===== src/rtl/core/pwsfr_pkg.sv =====
// shared types, constants and register indexes for the pulse width sensor frame reader
// no dependencies; imported by every module of the block
package pwsfr_pkg;

	// frame geometry
	localparam int FRAME_BITS = 40;
	localparam int BIT_CNT_W  = $clog2(FRAME_BITS + 1);

	// register widths
	localparam int TIMEOUT_W   = 8;
	localparam int THRESH_W    = 8;
	localparam int PRE_HIGH_W  = 18;
	localparam int START_LOW_W = 16;
	localparam int RELEASE_W   = 8;
	localparam int CFG_DATA_W  = 18;
	localparam int CFG_IDX_W   = 3;

	// counter widths
	localparam int PHASE_TICKS_W = 18;
	localparam int EDGE_CNT_W    = 7;
	localparam int PULSE_W       = 8;

	// register indexes
	localparam logic [CFG_IDX_W-1:0] REG_SENSOR_KIND  = 3'd0;
	localparam logic [CFG_IDX_W-1:0] REG_TIMEOUT      = 3'd1;
	localparam logic [CFG_IDX_W-1:0] REG_BIT_THRESH   = 3'd2;
	localparam logic [CFG_IDX_W-1:0] REG_PRE_HIGH     = 3'd3;
	localparam logic [CFG_IDX_W-1:0] REG_START_LOW    = 3'd4;
	localparam logic [CFG_IDX_W-1:0] REG_RELEASE_HIGH = 3'd5;

	// register reset values
	localparam logic                   RST_SENSOR_KIND  = 1'b0;
	localparam logic [TIMEOUT_W-1:0]   RST_TIMEOUT      = 8'd250;
	localparam logic [THRESH_W-1:0]    RST_BIT_THRESH   = 8'd40;
	localparam logic [PRE_HIGH_W-1:0]  RST_PRE_HIGH     = 18'd250000;
	localparam logic [START_LOW_W-1:0] RST_START_LOW    = 16'd20000;
	localparam logic [RELEASE_W-1:0]   RST_RELEASE_HIGH = 8'd40;

	// sensor formats
	localparam logic KIND_WORD = 1'b0;
	localparam logic KIND_BYTE = 1'b1;

	// read outcome codes
	localparam logic [1:0] STATUS_OK       = 2'd0;
	localparam logic [1:0] STATUS_TIMEOUT  = 2'd1;
	localparam logic [1:0] STATUS_CHECKSUM = 2'd2;

	// input item actions
	localparam logic ACT_TICK  = 1'b0;
	localparam logic ACT_START = 1'b1;

	typedef struct packed {
		logic action;
		logic line_level;
	} req_t;

	typedef struct packed {
		logic               drive_enable;
		logic               drive_level;
		logic               busy_res;
		logic               done_res;
		logic [1:0]         status;
		logic [15:0]        humidity;
		logic signed [15:0] temperature;
	} rsp_t;

	typedef struct packed {
		logic                   sensor_kind;
		logic [TIMEOUT_W-1:0]   timeout_ticks;
		logic [THRESH_W-1:0]    bit_threshold;
		logic [PRE_HIGH_W-1:0]  pre_high_ticks;
		logic [START_LOW_W-1:0] start_low_ticks;
		logic [RELEASE_W-1:0]   release_high_ticks;
	} cfg_t;

	typedef struct packed {
		logic               sum_ok;
		logic [15:0]        humidity;
		logic signed [15:0] temperature;
	} dec_t;

endpackage


===== src/rtl/core/pulse_width_sensor_frame_reader.sv =====
// top level of the pulse width sensor frame reader: input stage, sequencer, result stage
// depends on pwsfr_pkg, pwsfr_cfg, pwsfr_seq (which uses pwsfr_decode)
//
// usage:
// - req channel: one beat per 1 us tick (action tick) or a start request, with the
//   sampled line level; a start while a read is running is ignored but still answered
// - rsp channel: exactly one beat per req beat, in order: line drive controls,
//   busy/done flags, last outcome and the last good humidity and temperature
// - wr port: register writes take effect at the clock edge with wr_en high;
//   write only while no read is running and the rsp channel is drained
// - path: an accepted req beat lands in the input stage; its rsp beat is registered in
//   the result stage once that stage is free, and is visible on rsp from then on
// - throughput: one beat per cycle while rsp is not stalled; the sequencer finishes
//   every beat combinationally between the input stage and the result stage
// - stall: when rsp_ready is low the result stage holds, the input stage holds one
//   more beat, then req_ready drops until the receiver takes the result
// - reset: arst_n clears both stages, returns the sequencer to idle with the line
//   released, clears status and stored values and loads the register defaults
module pulse_width_sensor_frame_reader
	import pwsfr_pkg::*;
(
	input  logic                  clk,
	input  logic                  arst_n,
	input  logic                  req_valid,
	output logic                  req_ready,
	input  req_t                  req_data,
	output logic                  rsp_valid,
	input  logic                  rsp_ready,
	output rsp_t                  rsp_data,
	input  logic                  wr_en,
	input  logic [CFG_IDX_W-1:0]  wr_index,
	input  logic [CFG_DATA_W-1:0] wr_data
);

	logic valid_s1;
	req_t req_s1;
	logic valid_s2;
	rsp_t rsp_s2;
	logic advance;
	cfg_t cfg;
	rsp_t result;

	// beat moves from input stage to result stage when the result slot is free
	assign advance   = valid_s1 && (!valid_s2 || rsp_ready);
	assign req_ready = !valid_s1 || advance;

	pwsfr_cfg u_cfg (
		.clk      (clk),
		.arst_n   (arst_n),
		.wr_en    (wr_en),
		.wr_index (wr_index),
		.wr_data  (wr_data),
		.cfg      (cfg)
	);

	pwsfr_seq u_seq (
		.clk     (clk),
		.arst_n  (arst_n),
		.step_en (advance),
		.item    (req_s1),
		.cfg     (cfg),
		.result  (result)
	);

	// stage valid flags
	always_ff @(posedge clk or negedge arst_n) begin
		if (!arst_n) begin
			valid_s1 <= 1'b0;
			valid_s2 <= 1'b0;
		end else begin
			if (req_ready) begin
				valid_s1 <= req_valid;
			end
			if (advance) begin
				valid_s2 <= 1'b1;
			end else if (rsp_ready) begin
				valid_s2 <= 1'b0;
			end
		end
	end

	// stage payloads
	always_ff @(posedge clk) begin
		if (req_valid && req_ready) begin
			req_s1 <= req_data;
		end
		if (advance) begin
			rsp_s2 <= result;
		end
	end

	assign rsp_valid = valid_s2;
	assign rsp_data  = rsp_s2;

	// every beat leaving the input stage shows up on rsp
	a_advance_fills: assert property (@(posedge clk) disable iff (!arst_n)
		advance |=> valid_s2)
		else $error("input beat did not reach the result stage");

	// a blocked input stage keeps its beat
	a_s1_holds: assert property (@(posedge clk) disable iff (!arst_n)
		valid_s1 && !advance |=> valid_s1 && $stable(req_s1))
		else $error("input stage lost a beat while blocked");

	// a finishing beat has the line released and the sequencer idle
	a_done_idle: assert property (@(posedge clk) disable iff (!arst_n)
		valid_s2 && rsp_s2.done_res |-> !rsp_s2.busy_res && !rsp_s2.drive_enable)
		else $error("read finished while still busy or driving");

	// driving the line only happens during a read
	a_drive_busy: assert property (@(posedge clk) disable iff (!arst_n)
		valid_s2 && rsp_s2.drive_enable |-> rsp_s2.busy_res)
		else $error("line driven outside a read");

endmodule


===== src/rtl/core/pwsfr_cfg.sv =====
// configuration register file of the pulse width sensor frame reader
// depends on pwsfr_pkg for register indexes, widths and reset values
module pwsfr_cfg
	import pwsfr_pkg::*;
(
	input  logic                  clk,
	input  logic                  arst_n,
	input  logic                  wr_en,
	input  logic [CFG_IDX_W-1:0]  wr_index,
	input  logic [CFG_DATA_W-1:0] wr_data,
	output cfg_t                  cfg
);

	cfg_t cfg_q;

	// register writes, unknown indexes dropped
	always_ff @(posedge clk or negedge arst_n) begin
		if (!arst_n) begin
			cfg_q.sensor_kind        <= RST_SENSOR_KIND;
			cfg_q.timeout_ticks      <= RST_TIMEOUT;
			cfg_q.bit_threshold      <= RST_BIT_THRESH;
			cfg_q.pre_high_ticks     <= RST_PRE_HIGH;
			cfg_q.start_low_ticks    <= RST_START_LOW;
			cfg_q.release_high_ticks <= RST_RELEASE_HIGH;
		end else if (wr_en) begin
			case (wr_index)
				REG_SENSOR_KIND:  cfg_q.sensor_kind        <= wr_data[0];
				REG_TIMEOUT:      cfg_q.timeout_ticks      <= wr_data[TIMEOUT_W-1:0];
				REG_BIT_THRESH:   cfg_q.bit_threshold      <= wr_data[THRESH_W-1:0];
				REG_PRE_HIGH:     cfg_q.pre_high_ticks     <= wr_data[PRE_HIGH_W-1:0];
				REG_START_LOW:    cfg_q.start_low_ticks    <= wr_data[START_LOW_W-1:0];
				REG_RELEASE_HIGH: cfg_q.release_high_ticks <= wr_data[RELEASE_W-1:0];
				default: ;
			endcase
		end
	end

	assign cfg = cfg_q;

endmodule


===== src/rtl/core/pwsfr_decode.sv =====
// frame checksum and humidity/temperature conversion, purely combinational
// depends on pwsfr_pkg for the frame size, sensor formats and dec_t
module pwsfr_decode
	import pwsfr_pkg::*;
(
	input  logic [FRAME_BITS-1:0] frame,
	input  logic                  sensor_kind,
	output dec_t                  dec
);

	logic [7:0]  b0, b1, b2, b3, b4;
	logic [7:0]  sum;
	logic [14:0] mag;
	logic [15:0] temp_word;

	// split frame into bytes, msb first
	assign b0 = frame[39:32];
	assign b1 = frame[31:24];
	assign b2 = frame[23:16];
	assign b3 = frame[15:8];
	assign b4 = frame[7:0];

	// low byte of the byte sum must match the last byte
	assign sum = 8'(b0 + b1 + b2 + b3);

	// sign-magnitude temperature for the word format
	assign mag = {b2[6:0], b3};
	assign temp_word = b2[7] ? 16'(16'd0 - {1'b0, mag}) : {1'b0, mag};

	// checksum flag and format select
	always_comb begin
		dec.sum_ok = (sum == b4);
		if (sensor_kind == KIND_BYTE) begin
			dec.humidity    = {8'd0, b0};
			dec.temperature = $signed({8'd0, b2});
		end else begin
			dec.humidity    = {b0, b1};
			dec.temperature = $signed(temp_word);
		end
	end

endmodule


===== src/rtl/core/pwsfr_seq.sv =====
// read sequencer: start pulse timing, edge capture, bit decode and result update
// depends on pwsfr_pkg and pwsfr_decode
module pwsfr_seq
	import pwsfr_pkg::*;
(
	input  logic clk,
	input  logic arst_n,
	input  logic step_en,
	input  req_t item,
	input  cfg_t cfg,
	output rsp_t result
);

	typedef enum logic [2:0] {
		PH_IDLE,
		PH_PRE,
		PH_LOW,
		PH_REL,
		PH_CAP
	} phase_t;

	phase_t                   phase_q, phase_d;
	logic [PHASE_TICKS_W-1:0] ticks_q, ticks_d, ticks_inc, phase_len;
	logic [EDGE_CNT_W-1:0]    edge_q, edge_d;
	logic                     last_q, last_d;
	logic [PULSE_W-1:0]       pulse_q, pulse_d;
	logic [BIT_CNT_W-1:0]     bits_q, bits_d;
	logic [FRAME_BITS-1:0]    frame_q, frame_d, frame_shift;
	logic [15:0]              hum_q, hum_d;
	logic signed [15:0]       temp_q, temp_d;
	logic [1:0]               stat_q, stat_d;
	logic                     done;
	logic                     edge_seen, take_bit;
	logic [PULSE_W:0]         cnt;
	phase_t                   start_phase, after_phase;
	dec_t                     dec;

	// edge detect and bit slicing on the current sample
	assign edge_seen   = (item.line_level != last_q);
	assign take_bit    = edge_seen && (edge_q >= EDGE_CNT_W'(4)) && !edge_q[0];
	assign frame_shift = {frame_q[FRAME_BITS-2:0], (pulse_q > cfg.bit_threshold)};
	assign cnt         = edge_seen ? (PULSE_W+1)'(1) : ({1'b0, pulse_q} + (PULSE_W+1)'(1));

	pwsfr_decode u_decode (
		.frame       (frame_shift),
		.sensor_kind (cfg.sensor_kind),
		.dec         (dec)
	);

	// driven phase selection, zero-length phases skipped
	always_comb begin
		if (cfg.release_high_ticks == '0) begin
			after_phase = PH_CAP;
		end else begin
			after_phase = PH_REL;
		end
		case (phase_q)
			PH_PRE: begin
				phase_len = cfg.pre_high_ticks;
				if (cfg.start_low_ticks != '0) begin
					after_phase = PH_LOW;
				end
			end
			PH_LOW: phase_len = {2'd0, cfg.start_low_ticks};
			PH_REL: begin
				phase_len   = {10'd0, cfg.release_high_ticks};
				after_phase = PH_CAP;
			end
			default: phase_len = '0;
		endcase
		if (cfg.pre_high_ticks != '0) begin
			start_phase = PH_PRE;
		end else if (cfg.start_low_ticks != '0) begin
			start_phase = PH_LOW;
		end else if (cfg.release_high_ticks != '0) begin
			start_phase = PH_REL;
		end else begin
			start_phase = PH_CAP;
		end
	end

	assign ticks_inc = ticks_q + PHASE_TICKS_W'(1);

	// next state for one beat
	always_comb begin
		phase_d = phase_q;
		ticks_d = ticks_q;
		edge_d  = edge_q;
		last_d  = last_q;
		pulse_d = pulse_q;
		bits_d  = bits_q;
		frame_d = frame_q;
		hum_d   = hum_q;
		temp_d  = temp_q;
		stat_d  = stat_q;
		done    = 1'b0;
		if (step_en) begin
			if (item.action == ACT_START) begin
				if (phase_q == PH_IDLE) begin
					frame_d = '0;
					bits_d  = '0;
					edge_d  = '0;
					last_d  = 1'b1;
					pulse_d = '0;
					ticks_d = '0;
					phase_d = start_phase;
				end
			end else begin
				case (phase_q)
					PH_PRE, PH_LOW, PH_REL: begin
						if (ticks_inc >= phase_len) begin
							ticks_d = '0;
							phase_d = after_phase;
						end else begin
							ticks_d = ticks_inc;
						end
					end
					PH_CAP: begin
						if (edge_seen) begin
							last_d = item.line_level;
							if (edge_q != '1) begin
								edge_d = edge_q + EDGE_CNT_W'(1);
							end
						end
						if (take_bit) begin
							frame_d = frame_shift;
							bits_d  = bits_q + BIT_CNT_W'(1);
						end
						if (bits_d >= BIT_CNT_W'(FRAME_BITS)) begin
							if (dec.sum_ok) begin
								stat_d = STATUS_OK;
								hum_d  = dec.humidity;
								temp_d = dec.temperature;
							end else begin
								stat_d = STATUS_CHECKSUM;
							end
							phase_d = PH_IDLE;
							done    = 1'b1;
						end else if (cnt > {1'b0, cfg.timeout_ticks} || cnt[PULSE_W]) begin
							stat_d  = STATUS_TIMEOUT;
							phase_d = PH_IDLE;
							done    = 1'b1;
						end else begin
							pulse_d = cnt[PULSE_W-1:0];
						end
					end
					default: phase_d = PH_IDLE;
				endcase
			end
		end
	end

	// result for this beat, taken from the updated state
	always_comb begin
		result.drive_enable = (phase_d inside {PH_PRE, PH_LOW, PH_REL});
		result.drive_level  = (phase_d inside {PH_PRE, PH_REL});
		result.busy_res     = (phase_d != PH_IDLE);
		result.done_res     = done;
		result.status       = stat_d;
		result.humidity     = hum_d;
		result.temperature  = temp_d;
	end

	// state registers
	always_ff @(posedge clk or negedge arst_n) begin
		if (!arst_n) begin
			phase_q <= PH_IDLE;
			ticks_q <= '0;
			edge_q  <= '0;
			last_q  <= 1'b1;
			pulse_q <= '0;
			bits_q  <= '0;
			frame_q <= '0;
			hum_q   <= '0;
			temp_q  <= '0;
			stat_q  <= STATUS_OK;
		end else begin
			phase_q <= phase_d;
			ticks_q <= ticks_d;
			edge_q  <= edge_d;
			last_q  <= last_d;
			pulse_q <= pulse_d;
			bits_q  <= bits_d;
			frame_q <= frame_d;
			hum_q   <= hum_d;
			temp_q  <= temp_d;
			stat_q  <= stat_d;
		end
	end

endmodule


===== config.mk =====
export PLATFORM = sky130hd
export DESIGN_NAME = pulse_width_sensor_frame_reader
export DESIGN_NICKNAME = d
export VERILOG_FILES = /design/src/rtl/core/pwsfr_pkg.sv /design/src/rtl/core/pulse_width_sensor_frame_reader.sv /design/src/rtl/core/pwsfr_cfg.sv /design/src/rtl/core/pwsfr_decode.sv /design/src/rtl/core/pwsfr_seq.sv
export SDC_FILE = /design/constraint.sdc
export NUM_CORES = 1
export LEC_CHECK = 0
export BUFFER_PORTS_ARGS = -buffer_cell sky130_fd_sc_hd__buf_2
export CAP_MARGIN = 20
export CORE_ASPECT_RATIO = 1.75
export CORE_UTILIZATION = 55
export DETAILED_ROUTE_END_ITERATION = 8
export PLACE_DENSITY = 0.74
export RECOVER_POWER = 25
export SETUP_SLACK_MARGIN = 0.02
export SLEW_MARGIN = 30
export SYNTH_ARGS = -nofsm -noshare
export SYNTH_HDL_FRONTEND = slang
export SYNTH_SLANG_ARGS = --single-unit

===== constraint.sdc =====
create_clock -name clk -period 4.99 [get_ports clk]
set_input_delay 1.2475 -clock clk [delete_from_list [all_inputs] [get_ports clk]]
set_output_delay 1.2475 -clock clk [all_outputs]
set_load 0.005 [all_outputs]

Word level (Yosys, flattened, before mapping)
Cells that the tools add are included.
{"block": "word_totals", "regBits": 217, "in_bits": 28, "output_inout_bits": 40, "elab_cells": 164}
{"block": "op_classes", "n_addsub": 8, "magnitude_cmp": 5, "eq_ne": 18, "n_mux": 66, "bitwise": 1, "reduce_logical": 39}
{"op": "$mux 16", "n": 11}
{"op": "$mux 39", "n": 4}
{"op": "$mux 18", "n": 4}
{"op": "$pmux 18 s3", "n": 1}
{"op": "$mux 6", "n": 7}
{"op": "$mux 8", "n": 5}
{"op": "$mux 7", "n": 5}
{"op": "$mux 3", "n": 11}
{"op": "$mux 32", "n": 1}
{"op": "$add 8x8->8", "n": 3}
{"op": "$add 18x1->18 const B", "n": 1}
{"op": "$eq 3x2->1 const B", "n": 6}
{"op": "$ge 18x18->1", "n": 1}
{"op": "$reduce_bool 18->1", "n": 1}
{"op": "$reduce_bool 16->1", "n": 1}
{"op": "$sub 1x15->16 const A", "n": 1}
{"op": "$reduce_bool 2->1", "n": 7}
{"op": "$mux 2", "n": 6}
{"op": "$pmux 3 s2", "n": 2}
{"op": "$reduce_and 2->1", "n": 6}
{"op": "$reduce_and 5->1", "n": 2}
{"op": "$add 8x1->9 const B", "n": 1}
{"op": "$eq 3x1->1 const B", "n": 3}
{"op": "$eq 3x3->1 const B", "n": 3}
{"op": "other kinds (25)", "n": 44}

Logic depth before layout (Yosys ltp)
Gate-level depths: netlist of the first run.
{"block": "depth", "depth_word": 14, "depth_mapped": 16, "ltp_nobuf": 14}

By module
From an unflattened synthesis of the first run, not the netlist that was laid out.
{"block": "unflattened", "cells_unflattened": 1044, "hier_area_um2": 11466.0}
{"module": "pwsfr_seq", "n_inst": 1, "cells_each": 715, "area_per_inst_um2": 6692.7, "seq_area_each_um2": 2904.0}
{"module": "pwsfr_cfg", "n_inst": 1, "cells_each": 129, "area_per_inst_um2": 2273.4, "seq_area_each_um2": 1503.9}
{"module": "pulse_width_sensor_frame_reader", "n_inst": 1, "cells_each": 48, "area_per_inst_um2": 1305.0, "seq_area_each_um2": 1251.2}
{"module": "pwsfr_decode", "n_inst": 1, "cells_each": 152, "area_per_inst_um2": 1194.9, "seq_area_each_um2": 0.0}

Least setup slack after synthesis of the first run
No wires, ideal clock.
{"block": "synth_timing", "path_type": "register -> register", "start": "register u_seq.frame_q[8]", "end": "register rsp_s2, in the netlist rsp_data[10] (data pin)", "setup_time_ns": 0.263, "arrival_time_ns": 3.735, "required_time_ns": 4.727, "path_slack_ns": 0.992, "path_stages_with_launch": 14, "path_buffers": 1, "synth_period_minus_slack_ns": 3.998, "path_cell_list": "dfrtp_1 > fa_1 > fa_1 > ha_1 > inv_1 > fa_1 > nand2b_1 > a21oi_1 > a31oi_1 > xnor2_1 > or3_4 > nor3_4 > buf_6 > mux2_2"}
{"item": "from (decl)", "line": "pwsfr_seq.sv:28", "rtl": "logic [FRAME_BITS-1:0] frame_q, frame_d, frame_shift;"}
{"item": "from (signal assigned)", "line": "pwsfr_seq.sv:184", "rtl": "frame_q <= frame_d;"}
{"item": "to (signal assigned)", "line": "pulse_width_sensor_frame_reader.sv:88", "rtl": "rsp_s2 <= result;"}
{"item": "to (decl)", "line": "pulse_width_sensor_frame_reader.sv:38", "rtl": "rsp_t rsp_s2;"}

==> metrics.txt, run 1 <==
status complete, but fails checks; violated checks capacitance limit, slew limit; routed wire length approximately 25000 um; Min-Delay Path Class reg2reg; fillers 1626; clock root buffer clkbuf_16; clock skew 0.0158 ns; Detailed Route Iter0 Violations 419; FF/Latch Area around 5700 sq um; minimum clock period ~4.4 ns; TritonCTS clock tree done; post-cts resize count 0; Syn Nets roughly 1100; drt pass-1 iters 5; WP data arrival 4.65 ns; worst r2r src u_seq.ticks_q[0]; Synth-to-Final Area Change 11.4%; met3 usage 0.0293; Post-Syn Area around 11000 sq um; DRC 0; Mapped Cells roughly 1000; share of cells above drive strength 1 0.242; Critical Path RT ~5.2 ns; global-route usage over all layers 0.248; number of H-tree levels 1; Final Core Density 0.622; hold_buf cts 0; Antenna diodes 0; Final Slew Violations 94; Clock Path Buffers 3; end point of the critical path rsp_data[35]; Clock Sinks 217; crit start category flip-flop; first-pass GRT wire length about 40000 um; final number of hold-violating endpoints 0; crit path from u_seq.ticks_q[0]; count of cell types in the netlist 60; hpwl dp between 15000 and 20000 um; met2 usage 0.452; die span in x between 100 and 150 um; PD cells 368 nW/um^2; Worst R2R Setup Slack between 0.5 and 0.6 ns; Leakage approximately 5.7 nW; # setup viols final 0; die area 21100 sq um; Post-synth EDFFs 40; FF-to-FF End rsp_data[35]; pre-CTS WS around 0.6 ns; Hold Path Origin u_seq.temp_q[10]; CP endpoint kind flip-flop; Mean Syn Cell Area 11.4 sq um; post-synthesis sequential element count between 200 and 250; setup TNS 0 ns; Total Power 0.00462 W; Die Y roughly 190 um; Placed Cells incl. Taps between 1000 and 1500; fraction of registers with async set/reset 0.816; max_slew headroom -0.524; number of global-route vias before repair 7962; row count slightly below 70; max_cap viols 1; Final period util 0.885; DR vias/cell between 5 and 6; Core Area roughly 20000 sq um; Synth Flop Type dfrtp_1; largest net degree at the start of global routing 94; Setup CP Type reg2reg; Seq/Total Area, Yosys 0.502; GP Congestion 0.898; multi-input logic area approximately 5300 sq um; R2R depth 13; post-route ant nets 0; Overflow after GRT 0; Max VDD drop roughly 0.33 mV; Worst-Margin Slew around 2.3 ns; RSZ-0062 raised after global routing false; Top Ports 68; fmax 0.227 GHz; Yosys warnings 0; initial antenna violation count 0; fin cells 1321; Final #Nets 1148; post-CTS setup buffer count 0; Port Buf Inserts 67; initial core utilization 0.558; Worst Setup Slack, final ~0.58 ns; WL per Instance between 15 and 20 um; routed vias 7872; Crit Path Max Fanout 7; clock-pin slew on the worst setup and hold paths approximately 0.070 ns; clk_lat worst skew roughly 0.5 ns; GR peak layer met2; cts bufs inserted 21; M1 GR Usage 0.281
[per-layer routing]
| layer | share of wire | vias up |
|---|---|---|
| met2 | 0.54 | 171 |
| met4 | 0.044 | 0 |
| met3 | 0.029 | 59 |
| li1 | - | 3774 |
| met5 | 0 | - |
| met1 | 0.39 | 3868 |
[worst min path at each step]
stage                  endpoint  slack, ns  depth (start not counted)
6_report       u_seq.temp_q[10]       0.49                          1
5_1_grt         u_seq.temp_q[8]       0.51                          1
4_1_cts          u_seq.hum_q[4]       0.50                          1
3_5_place_dp     u_seq.hum_q[4]       0.49                          1
3_3_place_gp          rsp_valid       0.47                          2
2_1_floorplan   u_seq.stat_q[0]       0.46                          1
[cells in the final DEF, fill, tap and decap left out, types with 8 or more instances in the layout]
| cell | instances |
|---|---|
| a211oi_1 | 9 |
| a21o_1 | 10 |
| a21oi_1 | 41 |
| a22o_1 | 50 |
| a22oi_1 | 17 |
| a31oi_1 | 17 |
| and3_1 | 8 |
| buf_2 | 64 |
| buf_4 | 20 |
| clkbuf_1 | 9 |
| clkbuf_16 | 22 |
| dfrtp_1 | 154 |
| dfstp_2 | 23 |
| edfxtp_1 | 40 |
| fa_1 | 14 |
| ha_1 | 47 |
| inv_1 | 30 |
| mux2_2 | 93 |
| nand2_1 | 66 |
| nand2b_1 | 17 |
| nand3_1 | 22 |
| nand4_1 | 9 |
| nor2_1 | 44 |
| nor2b_1 | 19 |
| nor3_1 | 11 |
| nor4_1 | 14 |
| o21ai_0 | 49 |
| o31ai_1 | 8 |
| or2_2 | 18 |
| xnor2_1 | 26 |
| xor2_1 | 28 |
[area by class of cell]
class,instances,area share
multi-input combinational,697,0.425
sequential,217,0.450
inverter,32,0.00956
clock inverter,9,0.00408
timing repair buffer,90,0.0393
tap,248,0.0247
clock buffer,28,0.0472
[state kept, by name (all words and copies together) (netlist names), 2 cells and up]
name           count
u_cfg.cfg         59
u_seq.bits_q       6
u_seq.temp_q      16
u_seq.pulse_q      8
u_seq.ticks_q     18
rsp_data          38
u_seq.frame_q     39
u_seq.phase_q      3
u_seq.hum_q       16
u_seq.stat_q       2
u_seq.edge_q       7
req_s1             2
[cell families after synthesis]
family,Yosys count,share of synthesized area
AND/OR/NAND/NOR,257,0.119
AO/OA/AOI/OAI,229,0.138
flip-flops,217,0.502
multiplexers,96,0.0955
buffers and inverters,72,0.0263
adder cells (fa/ha/maj),61,0.0770
XOR/XNOR,54,0.0419
[synth_stat cells, drive strengths merged, types with 18 or more instances]
cell | n | area share
a22o | 50 | 0.039
edfxtp | 40 | 0.11
or2 | 18 | 0.010
o21ai | 50 | 0.022
a31oi | 18 | 0.011
a21oi | 41 | 0.018
nor2b | 19 | 0.011
nand3 | 22 | 0.0098
dfrtp | 154 | 0.34
clkbuf | 35 | 0.012
inv | 31 | 0.010
xor2 | 28 | 0.022
dfstp | 23 | 0.054
mux2 | 93 | 0.093
xnor2 | 26 | 0.020
nand2 | 66 | 0.022
nor2 | 45 | 0.015
ha | 47 | 0.052
[worst max-delay path: stages, from the launching register on]
cell,delay [ns]
dfrtp_1,0.44
nand3_1,0.16
nor4_1,0.63
and3_1,0.37
nand3_1,0.12
xnor2_1,0.21
ha_1,0.28
a211oi_1,0.19
o21ai_0,0.13
a2111oi_0,0.44
o211ai_1,0.38
a211oi_1,0.33
a211oi_1,0.11
or3_1,0.35
[power breakdown]
part | internal (W) | switching, W
Clock | 0.000838 | 0.000668
Sequential | 0.00202 | 0.000159
Combinational | 0.000415 | 0.000527
Total | 0.00327 | 0.00135
[metrics by stage]
stage	area, sq um	hold WS, ns
floorplan	11300	0.458
global placement	11900	0.473
detailed placement	11900	0.485
CTS	12600	0.500
global route	12600	0.513
finish	12600	0.495
Note: power is estimated with default switching activity, not from simulation.
==> run 2, diff against run 1 <==
--- a/config.mk
+++ b/config.mk
@@ -10,7 +10,7 @@
 export CORE_ASPECT_RATIO = 1.75
 export CORE_UTILIZATION = 55
 export DETAILED_ROUTE_END_ITERATION = 8
-export PLACE_DENSITY = 0.74
+export PLACE_DENSITY = 0.71
 export RECOVER_POWER = 25
 export SETUP_SLACK_MARGIN = 0.02
 export SLEW_MARGIN = 30
==> metrics.txt, run 2 (same netlist as run 1, synthesis figures left out) <==
worst r2r src u_seq.frame_q[8]; post-CTS setup buffer count 0 (unchanged); commonest non-fill, non-tap cells in the layout dfrtp_1 (154), mux2_2 (93), nand2_1 (66), buf_2 (65), a22o_1 (50); Setup CP Type reg2reg; die area 21100 sq um (unchanged); Max VDD drop 0.353 mV (+8.4%); CP endpoint kind flip-flop; GR peak layer met2; DRC 0 (unchanged); Clock Path Buffers 3 (unchanged); final number of hold-violating endpoints 0 (unchanged); hold_buf cts 0 (unchanged); number of H-tree levels 1 (unchanged); Die Y 191 um (unchanged); fmax 0.224 GHz (-1.1%); clock skew 0.00900 ns (-0.00684 ns); met3 usage 0.0280 (-0.00136); RSZ-0062 raised after global routing false; GP Congestion 0.874 (-2.6%); first-pass GRT wire length 41200 um (+2.0%); violated checks capacitance limit, slew limit; multi-input logic area 5340 sq um (about the same); Flop pwr share 0.457 (-0.013); Placed Cells incl. Taps 1282 (-0.16%); M1 GR Usage 0.292 (+0.0110); hpwl dp 17800 um (-0.23%); switching pwr 0.00136 W (+0.56%); WP data arrival 4.70 ns (+0.05 ns); number of global-route vias before repair 8018 (+0.70%); P_int 0.00338 W (+3.2%); TritonCTS clock tree done; fillers 1675 (+3.0%); PD cells 375 nW/um^2 (+2.0%); global-route usage over all layers 0.251 (+0.00326); initial antenna violation count 0 (unchanged); Crit Path Max Fanout 32 (+25); commonest non-fill, non-tap cell in the layout dfrtp_1; crit path from u_seq.frame_q[8]; post-cts resize count 0 (unchanged); Hold Path Origin u_seq.stat_q[0]; WL per Instance 18.8 um (+1.4%); routed vias 7930 (+0.74%); met2 usage 0.457 (+0.00457); row count 69 (unchanged); drt pass-1 iters 5 (unchanged); clock root buffer clkbuf_16; clock-pin slew on the worst setup and hold paths 0.07 ns (about the same); Final Slew Violations 95 (+1.1%); die span in x 110 um (unchanged); fin cells 1319 (-0.15%); Logic pwr share 0.199 (-0.005); largest net degree at the start of global routing 95 (+1.1%); cts bufs inserted 21 (unchanged); Antenna diodes 0 (unchanged); Detailed Route Iter0 Violations 332 (-21%); # setup viols final 0 (unchanged); Core Area 20200 sq um (unchanged); DR vias/cell 6.01 (+0.89%); routed wire length 24800 um (+1.2%); max_cap viols 1 (unchanged); clk_lat worst skew 0.50 ns (about the same); Clk pwr share 0.344 (+0.018); Port Buf Inserts 67 (unchanged); max_slew headroom -0.574 (-0.0493); Worst-Margin Slew 2.36 ns (+0.0739 ns); Min-Delay Path Class reg2reg; share of cells above drive strength 1 0.247 (+0.00512); crit start category flip-flop; initial core utilization 0.558 (unchanged); Overflow after GRT 0 (unchanged); post-route ant nets 0 (unchanged); Leakage 5.69 nW (+0.24%); setup TNS 0 ns (unchanged); Critical Path RT 5.23 ns (about the same); FF/Latch Area 5660 sq um (unchanged); Final period util 0.894 (+0.00961); Top Ports 68 (unchanged); Clock Sinks 217 (unchanged); Final #Nets 1146 (-0.17%); Worst R2R Setup Slack 0.53 ns (-0.05 ns); minimum clock period 4.46 ns (+0.0480 ns); Synth-to-Final Area Change 11.9%; status complete, but fails checks; max reg flops 59 (unchanged); Sw Share 0.288 (-0.00544)
-- run 2: changes by cell type in the layout (fill, tap and decap cells not counted), sizes merged --
cell      delta
clkbuf       -6
clkinv       -4
clkinvlp     +4
inv          +1
bufinv       +3
-- run 2: metal layers --
layer,vias to the layer above,routed length (um)
li1,3756,-
met1,3968,9590
met2,147,13500
met3,59,734
met4,0,1040
met5,-,0
-- run 2: critical path, stage by stage (launching register included) --
cell and delay, ns:
dfrtp_1 0.46, fa_1 0.54, fa_1 0.53, ha_1 0.17, inv_1 0.06, fa_1 0.39
nand2b_1 0.16, a21oi_1 0.24, xnor2_1 0.15, nor4b_1 0.32, mux2i_1 0.17, nor3_4 0.18
buf_4 0.41, mux2_2 0.40
-- run 2: cell type report --
class / count / share of cell area
Multi-Input combinational cell: 697 / 0.423
Clock inverter: 13 / 0.0125
Clock buffer: 24 / 0.0433
Sequential cell: 217 / 0.448
Tap cell: 248 / 0.0246
Timing Repair Buffer: 88 / 0.0385
Inverter: 32 / 0.00952
-- run 2: worst paths after layout --
path / depth (start not counted) / to
min: 1 / u_seq.stat_q[0]
max: 13 / rsp_data[11]
min reg2reg: 1 / u_seq.stat_q[0]
max in group asynchronous: 2 / u_seq.pulse_q[4]
min in group asynchronous: 1 / u_seq.temp_q[14]
max reg2reg: 13 / rsp_data[11]
-- run 2: stage by stage --
| step | util | setup slack (ns) | power, W | hold slack (ns) | area [sq um] |
|---|---|---|---|---|---|
| after floorplan | - | 0.992 | 0.00284 | 0.458 | 11300 |
| after global placement | 0.590 | 0.623 | 0.00311 | 0.474 | 11900 |
| after detailed placement | 0.591 | 0.563 | 0.00314 | 0.483 | 11900 |
| after CTS | 0.626 | 0.527 | 0.00478 | 0.498 | 12600 |
| after global routing | 0.625 | 0.173 | 0.00500 | 0.515 | 12600 |
| final | 0.625 | 0.528 | 0.00474 | 0.492 | 12600 |
-- run 2: power by group through the flow --
stage	logic [W]	registers (W)	clock network (W)
6_report	0.000944	0.00216	0.00163
5_1_grt	0.00106	0.00219	0.00175
4_1_cts	0.000953	0.00216	0.00166
3_5_place_dp	0.000947	0.00220	0
3_3_place_gp	0.000924	0.00219	0
2_1_floorplan	0.000694	0.00215	0
==> run 3, diff against run 2 <==
--- a/config.mk
+++ b/config.mk
@@ -8,9 +8,9 @@
 export BUFFER_PORTS_ARGS = -buffer_cell sky130_fd_sc_hd__buf_2
 export CAP_MARGIN = 20
 export CORE_ASPECT_RATIO = 1.75
-export CORE_UTILIZATION = 55
+export CORE_UTILIZATION = 31
 export DETAILED_ROUTE_END_ITERATION = 8
-export PLACE_DENSITY = 0.71
+export PLACE_DENSITY = 0.44
 export RECOVER_POWER = 25
 export SETUP_SLACK_MARGIN = 0.02
 export SLEW_MARGIN = 30
==> constraint.sdc (replaced) <==
create_clock -name clk -period 4.99 [get_ports clk]
set_input_delay 1.2475 -clock clk [delete_from_list [all_inputs] [get_ports clk]]
set_output_delay 1.2475 -clock clk [all_outputs]
set_load 0.05 [all_outputs]
==> metrics.txt, run 3 (same netlist as run 1, synthesis figures left out) <==
Flop pwr share 0.438 (-0.019); setup TNS 0 ns (unchanged); WL per Instance 19.2 um (+2.0%); Synth-to-Final Area Change 15.3%; first-pass GRT wire length 46900 um (+14%); Critical Path RT 5.25 ns (+0.02 ns); max reg flops 59 (unchanged); hold_buf cts 0 (unchanged); Detailed Route Iter0 Violations 351 (+5.7%); GP Congestion 0.811 (-7.2%); share of cells above drive strength 1 0.251 (+0.00349); Port Buf Inserts 67 (unchanged); die span in x 146 um (+33%); Leakage 5.74 nW (+0.99%); routed vias 7816 (-1.4%); Worst-Margin Slew 3.28 ns (+0.925 ns); Min-Delay Path Class reg2reg; number of global-route vias before repair 8271 (+3.2%); clock-pin slew on the worst setup and hold paths 0.07 ns (about the same); initial antenna violation count 0 (unchanged); Antenna diodes 0 (unchanged); post-CTS setup buffer count 0 (unchanged); Final period util 0.868 (-0.0266); die area 37200 sq um (+76%); RSZ-0062 raised after global routing false; largest net degree at the start of global routing 70 (-26%); R2R depth 13 (unchanged); status complete, but fails checks; CP endpoint kind flip-flop; clk_lat worst skew 0.52 ns (+0.02 ns); TritonCTS clock tree done; DRC 0 (unchanged); DR vias/cell 5.04 (-16%); clock skew 0.0113 ns (+0.00228 ns); fin cells 1550 (+18%); violated checks capacitance limit, slew limit; Final Slew Violations 69 (-27%); row count 92 (+33%); number of H-tree levels 1 (unchanged); post-cts resize count 0 (unchanged); clock root buffer clkbuf_16; Placed Cells incl. Taps 1509 (+18%); switching pwr 0.00156 W (+14%); post-route ant nets 0 (unchanged); fillers 3719 (+120%); Clock Sinks 217 (unchanged); P_int 0.00340 W (+0.85%); commonest non-fill, non-tap cell in the layout dfrtp_1; max_slew headroom -1.19 (-0.616); final number of hold-violating endpoints 0 (unchanged); PD cells 382 nW/um^2 (+1.7%); fmax 0.231 GHz (+3.1%); routed wire length 29800 um (+20%); Crit Path Max Fanout 31 (-3.1%); hpwl dp 21700 um (+22%); Max VDD drop 0.226 mV (-36%); commonest non-fill, non-tap cells in the layout dfrtp_1 (154), mux2_2 (93), nand2_1 (66), buf_2 (62), a22o_1 (50); Worst R2R Setup Slack 0.66 ns (+0.13 ns); cts bufs inserted 23 (+9.5%); WP data arrival 4.59 ns (-0.11 ns); minimum clock period 4.33 ns (-0.133 ns); drt pass-1 iters 6 (+1); global-route usage over all layers 0.164 (-0.0873); initial core utilization 0.314 (-0.244); max_cap viols 1 (unchanged); Die Y 254 um (+33%); Clk pwr share 0.348 (+0.004); Top Ports 68 (unchanged); Core Area 35900 sq um (+78%); # setup viols final 0 (unchanged); Overflow after GRT 0 (unchanged); Clock Path Buffers 3 (unchanged); hold path cells 1 (unchanged); Final #Nets 1153 (+0.61%); Setup CP Type reg2reg; crit start category flip-flop; Sw Share 0.314 (+0.0263); Logic pwr share 0.214 (+0.015)
[run 3: cell types whose count changed in the layout (fill, tap and decap cells not counted), sizes merged]
cell,before,now
clkinvlp,5,4
dlygate4sd2,0,1
buf,84,86
clkinv,6,12
bufinv,3,2
clkbuf,28,30
[run 3: metal layers]
layer / part of all wire / vias up / track usage
met4: 0.021 / 0 / 0.0530
li1: - / 3758 / -
met1: 0.38 / 3906 / 0.173
met2: 0.57 / 119 / 0.330
met5: 0 / - / 0
met3: 0.029 / 33 / 0.0199
[run 3: power groups by stage]
stage                     Combinational, W  Sequential, W  Clock (W)
after detailed placement           0.00108        0.00221          0
after global placement             0.00107        0.00220          0
after global routing               0.00119        0.00220    0.00185
after CTS                          0.00109        0.00217    0.00179
final                              0.00106        0.00217    0.00173
after floorplan                   0.000696        0.00223          0
[run 3: worst paths after layout]
path,from,to
max in group asynchronous,arst_n,u_seq.edge_q[5]
min,u_seq.temp_q[4],u_seq.temp_q[4]
max reg2reg,u_seq.frame_q[8],rsp_data[19]
max,u_seq.frame_q[8],rsp_data[19]
min reg2reg,u_seq.temp_q[4],u_seq.temp_q[4]
min in group asynchronous,arst_n,u_seq.temp_q[13]
[run 3: final cells by class]
type,count,area (sq um),share of cell area
inverter,32,120,0.00924
timing repair buffer,93,547,0.0421
clock buffer,24,589,0.0453
sequential,217,5660,0.435
multi-input combinational,697,5340,0.411
clock inverter,17,158,0.0121
tap,470,588,0.0452
[run 3: worst max-delay path, stage by stage (launching register included)]
cell,delay [ns]
dfrtp_1,0.47
fa_1,0.53
fa_1,0.52
ha_1,0.17
inv_1,0.06
fa_1,0.38
nand2b_1,0.16
a21oi_1,0.22
xnor2_1,0.15
nor4b_1,0.32
mux2i_1,0.18
nor3_4,0.26
buf_12,0.25
mux2_2,0.37
[run 3: stage by stage]
step            util  hold WS (ns)  worst slack [ns]  cell area, sq um  power (W)
4_1_cts        0.362         0.502             0.635             13000    0.00505
2_1_floorplan      -         0.458             0.992             11300    0.00293
6_report       0.362         0.497             0.660             13000    0.00496
3_5_place_dp   0.342         0.487             0.648             12300    0.00329
5_1_grt        0.362         0.515             0.346             13000    0.00524
3_3_place_gp   0.341         0.479             0.740             12300    0.00327
